$ cat src/rtl/tlg_pkg.sv
// Shared widths, constants and status type for the tetrahedron gradient block.
`default_nettype none
package tlg_pkg;
    // exact intermediate width (cross products, triple product, numerators)
    localparam int unsigned WIDE_W  = 128;
    // coordinate and value width
    localparam int unsigned WORD_W  = 32;
    // width of a coordinate or value difference
    localparam int unsigned DIFF_W  = WORD_W + 1;
    // corner slot that triggers the computation
    localparam logic [1:0]  SLOT_H  = 2'd3;

    // status of a shared multi-cycle unit
    typedef struct packed {
        logic busy;
        logic done;
    } t_unit_sts;
endpackage
`default_nettype wire

$ cat src/rtl/tlg_div.sv
// Shared restoring divider, one quotient bit per cycle, unsigned wide operands.
`default_nettype none
module tlg_div (
    input  wire logic                          i_clk,
    input  wire logic                          i_rst_n,
    input  wire logic                          i_start,
    input  wire logic [tlg_pkg::WIDE_W-1:0]    i_num,
    input  wire logic [tlg_pkg::WIDE_W-1:0]    i_den,
    output logic [tlg_pkg::WIDE_W-1:0]         o_quo,
    output tlg_pkg::t_unit_sts                 o_sts
);
    localparam int unsigned CNT_W = $clog2(tlg_pkg::WIDE_W);
    localparam logic [CNT_W-1:0] LAST = CNT_W'(tlg_pkg::WIDE_W - 1);

    logic [tlg_pkg::WIDE_W-1:0] r_rem;
    logic [tlg_pkg::WIDE_W-1:0] r_quo;
    logic [tlg_pkg::WIDE_W-1:0] r_den;
    logic [CNT_W-1:0]           r_cnt;
    logic                       r_busy;
    logic                       r_done;
    logic [tlg_pkg::WIDE_W:0]   trial;

    // shift in the next numerator bit and try the subtraction
    always_comb begin
        trial = {r_rem, r_quo[tlg_pkg::WIDE_W-1]} - {1'b0, r_den};
    end

    always_ff @(posedge i_clk) begin
        if (!i_rst_n) begin
            r_busy <= 1'b0;
            r_done <= 1'b0;
            r_cnt  <= '0;
        end else begin
            r_done <= 1'b0;
            if (i_start) begin
                r_busy <= 1'b1;
                r_cnt  <= '0;
            end else if (r_busy) begin
                r_cnt <= r_cnt + 1'b1;
                if (r_cnt == LAST) begin
                    r_busy <= 1'b0;
                    r_done <= 1'b1;
                end
            end
        end
    end

    always_ff @(posedge i_clk) begin
        if (i_start) begin
            r_rem <= '0;
            r_quo <= i_num;
            r_den <= i_den;
        end else if (r_busy) begin
            if (!trial[tlg_pkg::WIDE_W]) begin
                r_rem <= trial[tlg_pkg::WIDE_W-1:0];
                r_quo <= {r_quo[tlg_pkg::WIDE_W-2:0], 1'b1};
            end else begin
                r_rem <= {r_rem[tlg_pkg::WIDE_W-2:0], r_quo[tlg_pkg::WIDE_W-1]};
                r_quo <= {r_quo[tlg_pkg::WIDE_W-2:0], 1'b0};
            end
        end
    end

    assign o_quo      = r_quo;
    assign o_sts.busy = r_busy;
    assign o_sts.done = r_done;
endmodule
`default_nettype wire

$ cat config.mk
export PLATFORM = sky130hd
export DESIGN_NAME = tlg_div
export DESIGN_NICKNAME = d
export VERILOG_FILES = /design/src/rtl/tlg_pkg.sv /design/src/rtl/tlg_div.sv
export SDC_FILE = /design/constraint.sdc
export NUM_CORES = 1
export LEC_CHECK = 0
export ABC_AREA = 1
export ABC_CLOCK_PERIOD_IN_PS = 3750
export BUFFER_PORTS_ARGS = -buffer_cell sky130_fd_sc_hd__buf_2
export CORE_UTILIZATION = 51
export CTS_CLUSTER_SIZE = 12
export DETAILED_ROUTE_END_ITERATION = 12
export PLACE_DENSITY = 0.78
export SYNTH_ARGS = -nofsm -noshare
export SYNTH_HDL_FRONTEND = slang
export SYNTH_SLANG_ARGS = --single-unit
$ cat constraint.sdc
create_clock -name i_clk -period 3.75 [get_ports i_clk]
set_input_delay 0.1875 -clock i_clk [delete_from_list [all_inputs] [get_ports i_clk]]
set_output_delay 0.1875 -clock i_clk [all_outputs]
set_load 0.05 [all_outputs]
Word-level counts from Yosys, hierarchy flattened

Cells that the tools add are included.

Logic and storage cells: 22
Register bits after elaboration: 393
Bits of input ports: 259

Add/sub/neg operators: 2
Reduce and logical (&&, ||, !) cells: 3
Eq/ne operators: 1
Bitwise gates (word level): 2
Mux-type cells: 8

Operators with widths:

| cell                                                           | count |
|---|---|
| 128-bit two-way mux                                            | 3 |
| 129-bit by 128-bit subtractor with 129-bit output              | 1 |
| 7-bit by 1-bit adder with 7-bit output (second input constant) | 1 |
| 7-bit == test (second input constant)                          | 1 |
| 1-bit two-way mux                                              | 5 |
| 3-bit OR reduction                                             | 1 |
| 1-bit inverter                                                 | 2 |
| 2-bit nonzero test                                             | 1 |
| 2-bit OR reduction                                             | 1 |

Depth between registers and ports, before layout

Depth after elaboration: 4
Mapped depth: 23
Gate-level depth less buffers: 21

Worst setup path after synthesis

No wires, ideal clock.

Path kind: reg2reg
From: reg r_busy
To: reg r_quo (netlist bit o_quo[0]), enable pin
Data arrival time: 3.197 ns
Stages on the path, launching flop included: 4
Path slack: 0.072 ns
Path buffers: 1
Path through: dfxtp_1 > nor2_1 > clkbuf_1 > inv_1

Longest elaborated chain between the ends: 1

RTL lines:

| item                         | RTL line      | RTL |
|---|---|---|
| start: declaration           | tlg_div.sv:19 | `logic r_busy;` |
| start signal: assignment     | tlg_div.sv:30 | `r_busy <= 1'b0;` |
| start signal: assignment     | tlg_div.sv:36 | `r_busy <= 1'b1;` |
| start signal: assignment     | tlg_div.sv:41 | `r_busy <= 1'b0;` |
| 2-bit nonzero test (no line) | -             |  |
| end signal: assignment       | tlg_div.sv:51 | `r_quo <= i_num;` |
| end signal: assignment       | tlg_div.sv:56 | `r_quo <= {r_quo[tlg_pkg::WIDE_W-2:0], 1'b1};` |
| end signal: assignment       | tlg_div.sv:59 | `r_quo <= {r_quo[tlg_pkg::WIDE_W-2:0], 1'b0};` |
| end: declaration             | tlg_div.sv:16 | `logic [tlg_pkg::WIDE_W-1:0] r_quo;` |

Every way passes these cells.
A chain may end at the register's enable or synchronous reset.

Worst setup path in the final report

From: reg r_quo (netlist bit o_quo[127])
To: reg r_rem[52] in the netlist's numbering

Longest elaborated chain between the ends: 2

RTL lines:

| item                                              | RTL line      | RTL |
|---|---|---|
| 129-bit by 128-bit subtractor with 129-bit output | tlg_div.sv:25 | `trial = {r_rem, r_quo[tlg_pkg::WIDE_W-1]} - {1'b0, r_den};` |
| 128-bit two-way mux                               | tlg_div.sv:54 | `if (!trial[tlg_pkg::WIDE_W]) begin` |
| end signal: assignment                            | tlg_div.sv:55 | `r_rem <= trial[tlg_pkg::WIDE_W-1:0];` |
| end signal: assignment                            | tlg_div.sv:58 | `r_rem <= {r_rem[tlg_pkg::WIDE_W-2:0], r_quo[tlg_pkg::WIDE_W-1]};` |
| end: declaration                                  | tlg_div.sv:15 | `logic [tlg_pkg::WIDE_W-1:0] r_rem;` |

Every way passes these cells.

==> results.py <==
metrics = {
    "timing": {
        "finalCritPeriodShare": 0.919,
        "setup-tns-final_ns": 0,
        "maxSlewViolCount": 0,
        "fin_skew_ns": 0.0348,
        "worstMarginPinSlew_ns": 0.818,
        "finalHoldViolations": 0,
        "fin_crit_ns": 3.45,
        "clock.fmax_mhz": 290,
        "slew_headroom": 0.455,
        "rsz0062_at_grt": "no",
        "setup_viol": 0,
    },
    "placed_design": {
        "gp_congestion": 1.08,
        "dpl.hpwl_mm": 93.9,
        "post-place-cells": 6195,
        "io_buffers": 388,
    },
    "detailed_routing": {
        "wl_per_cell_um": 18.3,
        "dr_total_vias": 32524,
        "drt-total-wl_mm": 120,
        "post-route-drc-count": 0,
        "drtIter0Drc": 2893,
        "viasPerCell": 4.98,
        "dr.pass1.iters": 6,
        "ant_nets": 0,
    },
    "floorplan": {
        "initial_utilization": 0.517,
        "core_area_um2": 59000,
        "num_rows": 89,
        "die-area_um2": 60800,
        "die_h_um": 247,
        "pin_count": 389,
        "die_width_um": 247,
    },
    "synthesis": {
        "synth_fp_nets": 5489,
        "synth_top_area_share": 0.299,
        "async_flop_share": 0,
        "synth_area_um2": 30500,
        "ys_seq_elements": 393,
        "yosysWarnings": 0,
        "synth_area_leader_cell": "nand2_1",
        "synth-edff-count": 256,
        "synth-main-ff-cell": "edfxtp_1",
        "ys_seq_area_frac": 0.342,
        "ys_types": 38,
        "synth.area.top_cells": "nand2_1, edfxtp_1, inv_1",
        "syn_area_per_cell_um2": 5.98,
        "synthCells": 5100,
    },
    "clock_network": {
        "tritoncts": "yes",
        "cts-buffers-inserted": 43,
        "htreeDepth": 2,
        "cts_max_path_buffers": 3,
        "clkLatencyLatePin_ns": 0.61,
        "cts.sinks": 393,
        "clkTransAtPathRegs_ns": 0.06,
        "cts_root_buf": "clkbuf_16",
    },
    "pwr": {
        "totalPowerFinal_mw": 11.4,
        "p_leak_nw": 21.4,
        "peakVddDrop_mv": 0.407,
        "power.density_nw_per_um2": 306,
    },
    "final_layout": {
        "fillers": 5557,
        "syn2layout_area_growth_pct": 21.7,
        "nNetsFinal": 6114,
        "layout-drive-gt1-share": 0.0894,
        "fin_cells": 6535,
    },
    "global_routing": {
        "grt_pass1_wl_mm": 178,
        "antenna_found_initial": 4,
        "track_usage": 0.390,
        "grt_pass1_vias": 31306,
        "grt-ovfl-total": 0,
        "grt_max_degree": 129,
    },
    "critical_path": {
        "end_kind": "register",
        "cp_max_fo": 50,
        "crit_arrival_ns": 3.94,
        "worstPathRequired_ns": 4.24,
        "critPathKind": "register to register",
        "start_kind": "register",
    },
    "run": {
        "maxCapViolCount": 0,
    },
    "hold_path": {
        "worstHoldPathType": "input port to register",
    },
    "status": {
        "status": "finished, final reports clean",
    },
}
cell families after synthesis:
family / count (synthesis) / share of synthesized area
xor gates and xnor gates: 63 / 0.0181
AOI/OAI and AO/OA: 136 / 0.0231
adders and majority gates: 130 / 0.0536
buffers and inverters: 1303 / 0.166
and+or+nand+nor: 3075 / 0.397
DFF: 393 / 0.342
final timing paths:
kind / endpoint / cells past startpoint / slack (ns) / from
worst max-delay path: r_rem[52]$_SDFFE_PP0P_ / 22 / 0.30 / o_quo[127]$_DFFE_PP_
worst min-delay path: r_den[34]$_DFFE_PP_ / 2 / 0.28 / i_den[34]
worst max register to register: r_rem[52]$_SDFFE_PP0P_ / 22 / 0.30 / o_quo[127]$_DFFE_PP_
worst min register to register: r_rem[111]$_SDFFE_PP0P_ / 2 / 0.47 / r_rem[111]$_SDFFE_PP0P_
final cells by class:
| class | count | area (um2) | area share |
|---|---|---|---|
| inverter | 1216 | 4570 | 0.123 |
| antenna | 4 | 10.0 | 0.000270 |
| sequential | 393 | 10400 | 0.281 |
| tap | 773 | 967 | 0.0261 |
| clock inverter | 17 | 150 | 0.00404 |
| clock buffer | 61 | 1200 | 0.0324 |
| multi-input combinational | 3404 | 15000 | 0.404 |
| timing repair buffer | 667 | 4780 | 0.129 |
critical path, stage by stage (launching register included):
cell and delay [ns]:
edfxtp_1 0.36, inv_1 0.07, ha_1 0.23, fa_1 0.42, inv_1 0.12, nand2_1 0.06, nand2_1 0.06, nand3_1 0.08
nand2_2 0.14, nand2_1 0.08, nand2_2 0.12, nand2_1 0.08, nand2_2 0.13, nand2_1 0.08, nand2_2 0.19, nand2_4 0.10
nand2_4 0.08, nand2_4 0.13, nand2_4 0.18, buf_12 0.24, nand2_1 0.11, nand3_1 0.11, nand2_1 0.07
flip-flops by register name, summed over array words and instances (netlist names):
signal / cells
o_quo: 128
r_busy: 1
r_cnt: 7
r_den: 128
r_done: 1
r_rem: 128
cells in the mapped netlist (4+ instances only):
cell,count
a21oi_1,95
buf_2,15
buf_6,20
clkbuf_1,46
dfxtp_1,137
edfxtp_1,256
ha_1,129
inv_1,1206
inv_2,9
nand2_1,2431
nand2_2,6
nand2_4,4
nand3_1,249
nand3b_1,5
nand4_1,15
nor2_1,302
nor2_2,16
nor3_1,26
nor3b_1,4
nor4_1,8
o21ai_0,32
o21bai_1,5
xnor2_1,51
xor2_1,12
report_power, final:
part           switching, mW  internal, mW  leakage [nW]
registers              0.166          4.93          3.67
clock network           1.84          2.32         0.658
logic                   1.46         0.657          17.1
total                   3.47          7.90          21.4
cell usage in the layout (no fill, tap or decap), types with 9 or more instances in the layout:
master         count
nand3_1          249
clkbuf_16         43
inv_2              9
nand2_1         2431
dlygate4sd3_1    258
buf_4             14
dfxtp_1          137
nor2_2            16
edfxtp_1         256
xor2_1            12
nor3_1            26
inv_1           1204
buf_2            387
nor2_1           300
clkbuf_1          12
xnor2_1           51
o21ai_0           32
a21oi_1           95
ha_1             129
nand4_1           15
repair_timing:
| item | in CTS | in global routing |
|---|---|---|
| hold endpoints to repair | 272 | 0 |
| hold buffers | 258 | 0 |
| buffers inserted | 0 | 0 |
| setup endpoints to repair | 0 | 0 |
| gates resized for setup | 0 | 0 |
stage by stage:
step	utilization	hold slack, ns	instance area, um2	worst slack [ns]
floorplan	-	0.286	30500	0.0721
global placement	0.562	0.364	33200	0.462
detailed placement	0.562	0.366	33200	0.383
CTS	0.629	0.259	37100	0.361
global route	0.629	0.283	37100	0.0896
finish	0.629	0.284	37100	0.302
metal layers:
layer	share of wire	wire, um	up-vias	global-route usage
li1	-	-	16236	-
met1	0.40	47400	14438	0.469
met3	0.075	9020	384	0.0617
met5	0	0	-	0
met4	0.079	9390	0	0.264
met2	0.45	53700	1466	0.641
Power figures use the tool's default switching activity.
